<file path="src/rtl/hpc_pkg.sv">
// Shared types and constants of the HTTP payload classifier.
`default_nettype none

package hpc_pkg;

  localparam int COUNT_W   = 32;
  localparam int HIST_W    = 48;
  localparam int WIN_W     = 56;
  localparam int NUM_METH  = 6;

  localparam logic [1:0] MSG_NOT_HTTP = 2'd0;
  localparam logic [1:0] MSG_RESPONSE = 2'd1;
  localparam logic [1:0] MSG_REQUEST  = 2'd2;

  localparam logic [2:0] METHOD_NONE    = 3'd0;
  localparam logic [2:0] METHOD_POST    = 3'd1;
  localparam logic [2:0] METHOD_HEAD    = 3'd2;
  localparam logic [2:0] METHOD_GET     = 3'd3;
  localparam logic [2:0] METHOD_PUT     = 3'd4;
  localparam logic [2:0] METHOD_TRACE   = 3'd5;
  localparam logic [2:0] METHOD_CONNECT = 3'd6;

  // ASCII patterns, last character in the low byte
  localparam logic [31:0] PAT_HTTP    = 32'h48545450;
  localparam logic [31:0] PAT_POST    = 32'h504F5354;
  localparam logic [31:0] PAT_HEAD    = 32'h48454144;
  localparam logic [23:0] PAT_GET     = 24'h474554;
  localparam logic [23:0] PAT_PUT     = 24'h505554;
  localparam logic [39:0] PAT_TRACE   = 40'h5452414345;
  localparam logic [55:0] PAT_CONNECT = 56'h434F4E4E454354;

  // Byte position at which a match of "HTTP" started at byte 0
  localparam logic [2:0] POS_HTTP_START = 3'd3;
  localparam logic [2:0] POS_SAT        = 3'd4;

  typedef struct packed {
    logic [1:0] msg_class;
    logic [2:0] method;
  } verdict_t;

  typedef struct packed {
    logic [1:0]         message_class;
    logic [2:0]         method_code;
    logic [COUNT_W-1:0] request_total;
    logic [COUNT_W-1:0] response_total;
  } result_t;

endpackage

`default_nettype wire

</file>
<file path="src/rtl/hpc_channels.sv">
// Valid/ready channel interfaces for payload bytes and classification results.
`default_nettype none

interface hpc_in_if import hpc_pkg::*; ();
  logic       valid;
  logic       ready;
  logic [7:0] payload_byte;
  logic       last_byte;

  modport source (output valid, output payload_byte, output last_byte, input ready);
  modport sink   (input valid, input payload_byte, input last_byte, output ready);
endinterface

interface hpc_out_if import hpc_pkg::*; ();
  logic               valid;
  logic               ready;
  logic [1:0]         message_class;
  logic [2:0]         method_code;
  logic [COUNT_W-1:0] request_total;
  logic [COUNT_W-1:0] response_total;

  modport source (output valid, output message_class, output method_code,
                  output request_total, output response_total, input ready);
  modport sink   (input valid, input message_class, input method_code,
                  input request_total, input response_total, output ready);
endinterface

`default_nettype wire

</file>
<file path="src/rtl/hpc_scan.sv">
// Per-payload pattern scanner: byte history, found flags and the verdict at the last byte.
`default_nettype none

module hpc_scan import hpc_pkg::*; (
  input  wire logic       clk,
  input  wire logic       rst_n,
  input  wire logic       accept,
  input  wire logic [7:0] payload_byte,
  input  wire logic       last_byte,
  output verdict_t        verdict
);

  logic [HIST_W-1:0]   hist_r, hist_nxt;
  logic [2:0]          pos_r, pos_nxt;
  logic                http_r, http_nxt;
  logic                start_r, start_nxt;
  logic [NUM_METH-1:0] meth_r, meth_nxt;

  logic [WIN_W-1:0]    win;
  logic                hit_http;
  logic [NUM_METH-1:0] hits;
  logic                http_now;
  logic                start_now;
  logic [NUM_METH-1:0] meth_now;

  assign win      = {hist_r, payload_byte};
  assign hit_http = (win[31:0] == PAT_HTTP);

  always_comb begin
    hits[0] = (win[31:0] == PAT_POST);
    hits[1] = (win[31:0] == PAT_HEAD);
    hits[2] = (win[23:0] == PAT_GET);
    hits[3] = (win[23:0] == PAT_PUT);
    hits[4] = (win[39:0] == PAT_TRACE);
    hits[5] = (win      == PAT_CONNECT);
  end

  assign http_now  = http_r | hit_http;
  assign start_now = start_r | (hit_http && (pos_r == POS_HTTP_START));
  assign meth_now  = meth_r | hits;

  // Verdict is only meaningful on the last byte of a payload
  always_comb begin
    verdict.msg_class = MSG_NOT_HTTP;
    verdict.method    = METHOD_NONE;
    if (http_now) begin
      if (start_now) begin
        verdict.msg_class = MSG_RESPONSE;
      end else begin
        verdict.msg_class = MSG_REQUEST;
        if (meth_now[0])      verdict.method = METHOD_POST;
        else if (meth_now[1]) verdict.method = METHOD_HEAD;
        else if (meth_now[2]) verdict.method = METHOD_GET;
        else if (meth_now[3]) verdict.method = METHOD_PUT;
        else if (meth_now[4]) verdict.method = METHOD_TRACE;
        else if (meth_now[5]) verdict.method = METHOD_CONNECT;
      end
    end
  end

  always_comb begin
    hist_nxt  = hist_r;
    pos_nxt   = pos_r;
    http_nxt  = http_r;
    start_nxt = start_r;
    meth_nxt  = meth_r;
    if (accept) begin
      if (last_byte) begin
        hist_nxt  = '0;
        pos_nxt   = '0;
        http_nxt  = 1'b0;
        start_nxt = 1'b0;
        meth_nxt  = '0;
      end else begin
        hist_nxt  = win[HIST_W-1:0];
        pos_nxt   = (pos_r < POS_SAT) ? pos_r + 3'd1 : pos_r;
        http_nxt  = http_now;
        start_nxt = start_now;
        meth_nxt  = meth_now;
      end
    end
  end

  always_ff @(posedge clk) begin
    if (!rst_n) begin
      hist_r  <= '0;
      pos_r   <= '0;
      http_r  <= 1'b0;
      start_r <= 1'b0;
      meth_r  <= '0;
    end else begin
      hist_r  <= hist_nxt;
      pos_r   <= pos_nxt;
      http_r  <= http_nxt;
      start_r <= start_nxt;
      meth_r  <= meth_nxt;
    end
  end

endmodule

`default_nettype wire

</file>
<file path="src/rtl/http_payload_classifier.sv">
// Top level of the HTTP payload classifier.
// Usage:
//   in_chan takes one payload byte per transaction, with last_byte set on
//   the final byte of a TCP payload. Non-final bytes give no result.
//   out_chan gives one result per payload: message class (not HTTP,
//   response, request), method for requests, and saturating 32-bit totals
//   of requests and responses that include this payload.
// Result: registered in the output register, or in the skid entry while
//   out_chan is stalled. Throughput: one byte per cycle while in_chan.ready
//   is high; pattern matching is a single pass of compares over a seven-byte
//   window between the history register and the result register.
// Stall: results sit in an output register backed by one skid entry.
//   Bytes keep flowing while one result waits; in_chan.ready drops only
//   when both the output register and the skid entry hold results.
// Reset: synchronous, active low; clears byte history, found flags,
//   totals and both result slots.
`default_nettype none

module http_payload_classifier import hpc_pkg::*; (
  input wire logic  clk,
  input wire logic  rst_n,
  hpc_in_if.sink    in_chan,
  hpc_out_if.source out_chan
);

  logic               in_fire;
  logic               produce;
  verdict_t           verdict;
  result_t            new_res;
  logic [COUNT_W-1:0] req_cnt_r, req_cnt_nxt;
  logic [COUNT_W-1:0] rsp_cnt_r, rsp_cnt_nxt;
  logic               out_valid_r, out_valid_nxt;
  logic               skid_valid_r, skid_valid_nxt;
  result_t            out_res_r, out_res_nxt;
  result_t            skid_res_r, skid_res_nxt;

  assign in_chan.ready = !skid_valid_r;
  assign in_fire       = in_chan.valid && in_chan.ready;
  assign produce       = in_fire && in_chan.last_byte;

  hpc_scan u_scan (
    .clk          (clk),
    .rst_n        (rst_n),
    .accept       (in_fire),
    .payload_byte (in_chan.payload_byte),
    .last_byte    (in_chan.last_byte),
    .verdict      (verdict)
  );

  always_comb begin
    req_cnt_nxt = req_cnt_r;
    rsp_cnt_nxt = rsp_cnt_r;
    if (produce) begin
      if (verdict.msg_class == MSG_REQUEST && req_cnt_r != '1) begin
        req_cnt_nxt = req_cnt_r + 1'b1;
      end
      if (verdict.msg_class == MSG_RESPONSE && rsp_cnt_r != '1) begin
        rsp_cnt_nxt = rsp_cnt_r + 1'b1;
      end
    end
  end

  always_comb begin
    new_res.message_class  = verdict.msg_class;
    new_res.method_code    = verdict.method;
    new_res.request_total  = req_cnt_nxt;
    new_res.response_total = rsp_cnt_nxt;
  end

  // Output register with one skid entry behind it
  always_comb begin
    out_valid_nxt  = out_valid_r;
    skid_valid_nxt = skid_valid_r;
    out_res_nxt    = out_res_r;
    skid_res_nxt   = skid_res_r;
    if (!out_valid_r || out_chan.ready) begin
      if (skid_valid_r) begin
        out_res_nxt    = skid_res_r;
        out_valid_nxt  = 1'b1;
        skid_valid_nxt = 1'b0;
      end else if (produce) begin
        out_res_nxt   = new_res;
        out_valid_nxt = 1'b1;
      end else begin
        out_valid_nxt = 1'b0;
      end
    end else if (produce) begin
      skid_res_nxt   = new_res;
      skid_valid_nxt = 1'b1;
    end
  end

  always_ff @(posedge clk) begin
    if (!rst_n) begin
      req_cnt_r    <= '0;
      rsp_cnt_r    <= '0;
      out_valid_r  <= 1'b0;
      skid_valid_r <= 1'b0;
    end else begin
      req_cnt_r    <= req_cnt_nxt;
      rsp_cnt_r    <= rsp_cnt_nxt;
      out_valid_r  <= out_valid_nxt;
      skid_valid_r <= skid_valid_nxt;
    end
  end

  always_ff @(posedge clk) begin
    out_res_r  <= out_res_nxt;
    skid_res_r <= skid_res_nxt;
  end

  assign out_chan.valid          = out_valid_r;
  assign out_chan.message_class  = out_res_r.message_class;
  assign out_chan.method_code    = out_res_r.method_code;
  assign out_chan.request_total  = out_res_r.request_total;
  assign out_chan.response_total = out_res_r.response_total;

endmodule

`default_nettype wire

</file>
<file path="src/flat_wrapper.sv">
// flat-port wrapper written by rule: the top's interface ports become plain ports
module http_payload_classifier_flat import hpc_pkg::*;
  (clk, rst_n, in_chan_valid, in_chan_payload_byte, in_chan_last_byte, in_chan_ready, out_chan_valid, out_chan_message_class, out_chan_method_code, out_chan_request_total, out_chan_response_total, out_chan_ready);
  hpc_in_if in_chan_i ();
  hpc_out_if out_chan_i ();
  input wire logic clk;
  input wire logic rst_n;
  input wire logic [$bits(in_chan_i.valid)-1:0] in_chan_valid;
  input wire logic [$bits(in_chan_i.payload_byte)-1:0] in_chan_payload_byte;
  input wire logic [$bits(in_chan_i.last_byte)-1:0] in_chan_last_byte;
  output wire logic [$bits(in_chan_i.ready)-1:0] in_chan_ready;
  output wire logic [$bits(out_chan_i.valid)-1:0] out_chan_valid;
  output wire logic [$bits(out_chan_i.message_class)-1:0] out_chan_message_class;
  output wire logic [$bits(out_chan_i.method_code)-1:0] out_chan_method_code;
  output wire logic [$bits(out_chan_i.request_total)-1:0] out_chan_request_total;
  output wire logic [$bits(out_chan_i.response_total)-1:0] out_chan_response_total;
  input wire logic [$bits(out_chan_i.ready)-1:0] out_chan_ready;
  assign in_chan_i.valid = in_chan_valid;
  assign in_chan_i.payload_byte = in_chan_payload_byte;
  assign in_chan_i.last_byte = in_chan_last_byte;
  assign in_chan_ready = in_chan_i.ready;
  assign out_chan_valid = out_chan_i.valid;
  assign out_chan_message_class = out_chan_i.message_class;
  assign out_chan_method_code = out_chan_i.method_code;
  assign out_chan_request_total = out_chan_i.request_total;
  assign out_chan_response_total = out_chan_i.response_total;
  assign out_chan_i.ready = out_chan_ready;
  http_payload_classifier u_core (.clk(clk), .rst_n(rst_n), .in_chan(in_chan_i), .out_chan(out_chan_i));
endmodule
</file>
<file path="config.mk">
export PLATFORM = sky130hd
export DESIGN_NAME = http_payload_classifier_flat
export DESIGN_NICKNAME = d
export VERILOG_FILES = /design/src/rtl/hpc_pkg.sv /design/src/rtl/hpc_channels.sv /design/src/rtl/hpc_scan.sv /design/src/rtl/http_payload_classifier.sv /design/src/flat_wrapper.sv
export SDC_FILE = /design/constraint.sdc
export NUM_CORES = 1
export LEC_CHECK = 0
export BUFFER_PORTS_ARGS = -buffer_cell sky130_fd_sc_hd__clkbuf_2
export CORE_MARGIN = 1
export CORE_UTILIZATION = 52
export CTS_BUF_LIST = sky130_fd_sc_hd__clkbuf_8
export CTS_CLUSTER_SIZE = 24
export DETAILED_ROUTE_END_ITERATION = 16
export PLACE_DENSITY = 0.72
export SLEW_MARGIN = 10
export SYNTH_ARGS = -nofsm -noshare
export SYNTH_HDL_FRONTEND = slang
export SYNTH_SLANG_ARGS = --single-unit
</file>
<file path="constraint.sdc">
create_clock -name clk -period 5.7 [get_ports clk]
set_clock_uncertainty 0.15 [all_clocks]
set_input_delay 1.14 -clock clk [delete_from_list [all_inputs] [get_ports clk]]
set_output_delay 1.14 -clock clk [all_outputs]
set_load 0.01 [all_outputs]
</file>
Word level (Yosys, flattened, before mapping) --
Index checks and enable logic that the tools add are counted.
Operators by class: add/subtract/negate cells 3, magnitude comparators 1, equality and inequality tests 12, muxes and demuxes 23, bitwise gates (word level) 5, reduce and logical (&&, ||, !) cells 14
Operators with widths (count):
- 69-bit 2-to-1 mux | 2
- 32-bit 2-to-1 mux | 4
- 32-bit by 31-bit == test with 1-bit output (second input constant) | 3
- 32-bit by 1-bit adder with 32-bit output (second input constant) | 2
- 32-bit inequality test (second input constant) | 2
- 56-bit by 55-bit == test with 1-bit output (second input constant) | 1
- 24-bit by 23-bit == test with 1-bit output (second input constant) | 2
- 48-bit 2-to-1 mux | 1
- 40-bit by 39-bit == test with 1-bit output (second input constant) | 1
- 3-bit 2-to-1 mux | 9
- 6-bit 2-to-1 mux | 1
- 6-bit OR | 1
- 2-bit AND reduction | 3
- 1-bit logical AND | 5
- 5-bit 2-to-1 mux | 1
- 1-bit 2-to-1 mux | 4
- 2-bit nonzero test | 2
- 3-bit by 1-bit adder with 3-bit output (second input constant) | 1
- 3-bit by 2-bit == test with 1-bit output (second input constant) | 1
- 3-bit less-than comparator (second input constant) | 1
- 2-bit by 1-bit == test with 1-bit output (second input constant) | 1
- 2-bit == test (second input constant) | 1
- 1-bit logical NOT | 2
- 2-bit 2-to-1 mux | 1
- 4 further kinds | 6
Storage, ports and cells: bits in registers 263, output and inout bits 71, word-level logic and storage cells 75

Depth between registers and ports, before layout --
word-level depth 16, mapped depth 9

Hierarchy --
From an unflattened synthesis, not the netlist that was laid out.
Second synthesis, totals: cell total of the unflattened synthesis 1062, area, all modules 11410.9 um^2
Modules (own cells, without submodules):
- http_payload_classifier | instances 1, cells each 696, area an instance 8510.7 um^2, seq. area each 5465.2 um^2
- hpc_scan | instances 1, cells each 366, area an instance 2900.3 um^2, seq. area each 1181.1 um^2

Worst setup path before layout --
Ideal clock, no wire load.
kind input to register, start in in_chan_valid, end reg u_core.out_res_r, in the netlist u_core.out_chan.message_class[0], enable pin, arrival 4791 ps, setup slack 262 ps, stages on the path 5, path buffers 2, path through and3b_1 > clkbuf_1 > buf_1 > nor2_1 > nor2_1
On the way: cells in the longest elaborated chain, start to end 4
RTL lines:
- start: declaration | RTL line flat_wrapper.sv:8 | input wire logic [$bits(in_chan_i.valid)-1:0] in_chan_valid;
- 1-bit logical AND | RTL line http_payload_classifier.sv:38 | assign in_fire = in_chan.valid && in_chan.ready;
- 1-bit logical AND | RTL line http_payload_classifier.sv:39 | assign produce = in_fire && in_chan.last_byte;
- 2-bit nonzero test (no source line)
- 2-bit AND reduction (no source line)
- end signal: assignment | RTL line http_payload_classifier.sv:108 | out_res_r <= out_res_nxt;
- end: declaration | RTL line http_payload_classifier.sv:34 | result_t out_res_r, out_res_nxt;
Every way passes these cells. A chain may end at the register's enable or synchronous reset.

Worst setup path after layout --
start in in_chan_payload_byte[7], end reg u_core.out_res_r, in the netlist u_core.out_chan.request_total[6] (data pin)
On the way: cells in the longest elaborated chain, start to end 11
RTL lines:
- start: declaration | RTL line flat_wrapper.sv:9 | input wire logic [$bits(in_chan_i.payload_byte)-1:0] in_chan_payload_byte;
- 32-bit by 31-bit == test with 1-bit output (*) | RTL line hpc_scan.sv:27 | assign hit_http = (win[31:0] == PAT_HTTP);
- 1-bit logical AND | RTL line hpc_scan.sv:39 | assign start_now = start_r | (hit_http && (pos_r == POS_HTTP_START));
- 1-bit OR | RTL line hpc_scan.sv:39
- 2-bit 2-to-1 mux | RTL line hpc_scan.sv:47 | if (start_now) begin
- 5-bit 2-to-1 mux (*) | RTL line hpc_scan.sv:46 | if (http_now) begin
- 2-bit == test (*) | RTL line http_payload_classifier.sv:54 | if (verdict.msg_class == MSG_REQUEST && req_cnt_r != '1) begin
- 1-bit logical AND (*) | RTL line http_payload_classifier.sv:54
- 32-bit 2-to-1 mux (*) | RTL line http_payload_classifier.sv:54
- 32-bit 2-to-1 mux (*) | RTL line http_payload_classifier.sv:53 | if (produce) begin
- 69-bit 2-to-1 mux (*) | RTL line http_payload_classifier.sv:81 | end else if (produce) begin
- 69-bit 2-to-1 mux (*) | RTL line http_payload_classifier.sv:77 | if (skid_valid_r) begin
Every way passes the cells marked *; elsewhere a longest branch is shown, timed or not. The select of a mux whose other input is x is not followed.

==> results.sh <==
export IMPL_synth_top_flop_cell="edfxtp_1"
export IMPL_area_delta_synth_final_pct=13.6
export IMPL_vias=8456
export IMPL_synth_top_area_cell="edfxtp_1"
export IMPL_fin_crit_ns=3.85
export IMPL_hold_slack_ns=0.300
export IMPL_timing_rr_start="u_core.u_scan.hist_r[9]$_SDFFE_PN0P_"
export IMPL_finalWirelength_um=24600
export IMPL_first_iter_violations=749
export IMPL_syn_inst=1073
export IMPL_rsz0062_at_grt="no"
export IMPL_insertion_delay_ns=0.54
export IMPL_r2r_cells=6
export IMPL_clock_sinks=263
export IMPL_critPathLaunchType="input port"
export IMPL_syn_area_per_cell_um2=10.5
export IMPL_final_cells=1461
export IMPL_syn_nets=1090
export IMPL_grtUsageMet3=0.0425
export IMPL_place_detailed_hpwl_um=15600
export IMPL_synthArstFlopShare=0
export IMPL_gp_congestion=0.879
export IMPL_slew_viol_final=0
export IMPL_fp_dieH_um=149
export IMPL_cts_setup_buffers=0
export IMPL_fin_util=0.605
export IMPL_busiest_layer="met2"
export IMPL_antenna_found_initial=0
export IMPL_synth_edff_count=138
export IMPL_grt_pass1_wl_um=40400
export IMPL_slew_headroom=0.209
export IMPL_worstSetupPathType="in -> reg"
export IMPL_critPathBufInv=1
export IMPL_min_from="u_core.u_scan.hist_r[6]$_SDFFE_PN0P_"
export IMPL_dpl_cell_area_um2=11900
export IMPL_cts_tree="built"
export IMPL_path_delay_family="simple AND/OR/NAND/NOR gates"
export IMPL_max_cap_violations=0
export IMPL_fin_nets=1169
export IMPL_ys_seq_area_frac=0.590
export IMPL_placementRows=53
export IMPL_crit_top_cell="o31a_1"
export IMPL_diodes=0
export IMPL_grt_pass1_vias=8032
export IMPL_endpoint_kind="flop"
export IMPL_yosys_area_top_type_share=0.368
export IMPL_finalPower_mw=3.86
export IMPL_leakage_nw=4.75
export IMPL_synth_cell_types=55
export IMPL_arrival_ns=3.99
export IMPL_final_layout_size_suffix_gt1_frac=0.169
export IMPL_h_tree_depth=2
export IMPL_globalRouteMet1Util=0.329
export IMPL_grt_max_degree=69
export IMPL_grt_use_met2=0.345
export IMPL_dpl_cell_count=1382
export IMPL_crit_slowest_cell="or4_4"
export IMPL_postRouteAntennaNets=0
export IMPL_peakVddDrop_mv=0.172
export IMPL_ioPinCount=84
export IMPL_cts_root_buf="clkbuf_8"
export IMPL_core_area_um2=21200
export IMPL_synth_seq_cells=263
export IMPL_tns_ns=0
export IMPL_drc=0
export IMPL_yosys_top_cells_area="edfxtp_1 37%, dfxtp_1 22%, nand2_1 5.4%"
export IMPL_worst_slew_pin_slew_ns=1.18
export IMPL_die_w_um=149
export IMPL_worstPathCellList="clkbuf_2 > nor3b_2 > nand4_1 > o31a_1 > or4_4 > o31a_1 > o31a_1"
export IMPL_cts_repair_resized=0
export IMPL_hold_buffers=0
export IMPL_min_path_cells=2
export IMPL_pre_cts_slack_ns=1.34
export IMPL_max_freq_mhz=260
export IMPL_viasPerCell=5.79
export IMPL_hold_viol=0
export IMPL_crit_fanout=28
export IMPL_yosys_warnings=0
export IMPL_powerDensity_nw_per_um2=302
export IMPL_cp_data_required_time_ns=5.84
export IMPL_initial_core_util=0.532
export IMPL_clockBufferDepth=3
export IMPL_gr_total_overflow=0
export IMPL_routedWlPerCell_um=16.8
export IMPL_first_pass_iters=5
export IMPL_clk_transition_reported_paths_ns=0.06
export IMPL_final_area_um2=12800
export IMPL_r2r_end="u_core.out_chan.request_total[6]$_DFFE_PP_"
export IMPL_setup_violations_final=0
export IMPL_hold_path_class="reg -> reg"
export IMPL_cts_buffers=43
export IMPL_status="finished, final reports clean"
export IMPL_syn_area_um2=11300
export IMPL_gr_usage_all_layers=0.227
export IMPL_r2r_slack_ns=2.15
export IMPL_max_stage_delay_ns=0.79
export IMPL_period_share=0.676
export IMPL_die_area_um2=22200
export IMPL_io_buffers=83
export IMPL_fin_ws_ns=1.85
export IMPL_hold_end="u_core.u_scan.hist_r[14]$_SDFFE_PN0P_"
[logic make-up (layout without fill, tap and decap cells)]
kind of cell	after synthesis	count (layout)	share of synthesized area
fa+ha+maj	4	4	0.00445
mux	26	26	0.0258
xor+xnor	25	25	0.0195
compound gates	193	193	0.102
simple gates	486	486	0.230
buf+inv	76	189	0.0273
flops	263	263	0.590
[cell usage in the layout, fill, tap and decap left out, types with 3 or more instances in the layout]
cell type  Yosys  final
edfxtp_1     138    138
nor4b_1        7      7
clkbuf_2       0     83
nor3_1        16     16
nor4bb_1       3      3
a31oi_1       40     40
xnor2_1        3      3
o2111ai_1      4      4
and4_1         9      9
or3b_2         3      3
inv_1         17     30
o31ai_1       14     14
clkbuf_8       0     48
clkinv_1       0      5
or3_1         27     27
ha_1           4      4
dfxtp_1      125    125
bufinv_16      0      5
and2_1        32     31
nand2b_1       3      3
nor3b_2        2      3
xor2_1        22     22
o21a_1         4      4
nand4_1       29     29
nand4b_1       4      4
nor3b_1        5      4
and3_1        13     13
o31a_1         5      5
buf_4          0     10
clkinv_2       0      7
or4_1         15     15
nand2_1      161    160
nor4_1        29     29
nand3_1       36     36
a21oi_1       87     87
mux2_2        24     24
nor4_2         3      3
o21ai_0       30     30
nor2_1        71     70
[tightest hold or removal path, cell delays in order, from the launching register on]
cell,delay (ns)
dfxtp_1,0.32
nand2_1,0.05
a21oi_1,0.05
[flip-flops by register name, summed over array words and instances, names as in the netlist]
signal,cells
u_core.u_scan.start_r,1
u_core.u_scan.http_r,1
u_core.skid_valid_r,1
u_core.req_cnt_r,32
u_core.out_chan.message_class,2
u_core.out_chan.method_code,3
u_core.u_scan.pos_r,3
u_core.out_chan.response_total,32
u_core.u_scan.meth_r,6
u_core.out_chan.request_total,32
u_core.out_chan.valid,1
u_core.u_scan.hist_r,48
u_core.skid_res_r,69
u_core.rsp_cnt_r,32
[where the power goes]
part | switching (mW) | total, mW | internal (mW)
registers | 0.0141 | 2.03 | 2.01
logic | 0.0773 | 0.106 | 0.0287
clock network | 0.724 | 1.72 | 1.00
total | 0.815 | 3.86 | 3.04
[cells in the mapped netlist, types with 4 or more instances]
library cell and number:
nand2_1 161, o21ai_0 30, dfxtp_1 125, or3_1 27
nor4b_1 7, o2111ai_1 4, a31oi_1 40, ha_1 4
nand4b_1 4, o31ai_1 14, clkbuf_1 48, nand3_1 36
and3_1 13, a21oi_1 87, xor2_1 22, nand4_1 29
nor3_1 16, o21a_1 4, buf_1 8, nor2_1 71
edfxtp_1 138, o31a_1 5, nor4_1 29, inv_1 17
nor3b_1 5, and2_1 32, mux2_2 24, or4_1 15
and4_1 9
[cell type report]
type                       instances  area, um2
tap                              275        344
sequential                       263       6650
inverter                          17       65.1
multi-input combinational        734       4330
fill                            1790       8370
clock inverter                    31        255
clock buffer                      48        661
timing repair buffer              93        490
[worst max-delay path by stage]
stage | cells after the start | endpoint | from | slack (ns)
global placement | 7 | u_core.out_chan.request_total[6]$_DFFE_PP_ | in_chan_payload_byte[7] | 1.41
finish | 7 | u_core.out_chan.request_total[6]$_DFFE_PP_ | in_chan_payload_byte[7] | 1.85
CTS | 2 | in_chan_ready | u_core.skid_valid_r$_SDFFE_PP0P_ | 1.90
detailed placement | 7 | u_core.out_chan.request_total[6]$_DFFE_PP_ | in_chan_payload_byte[7] | 1.34
floorplan | 5 | u_core.out_chan.message_class[0]$_DFFE_PP_ | in_chan_valid | 0.26
global route | 7 | u_core.out_chan.request_total[6]$_DFFE_PP_ | in_chan_payload_byte[7] | 1.70
[routing by layer]
layer | wire [um] | share of wire
met1 | 11700 | 0.48
met2 | 10800 | 0.44
met3 | 1530 | 0.062
met4 | 472 | 0.019
met5 | 0 | 0
Note: power is estimated with default switching activity, not from simulation.
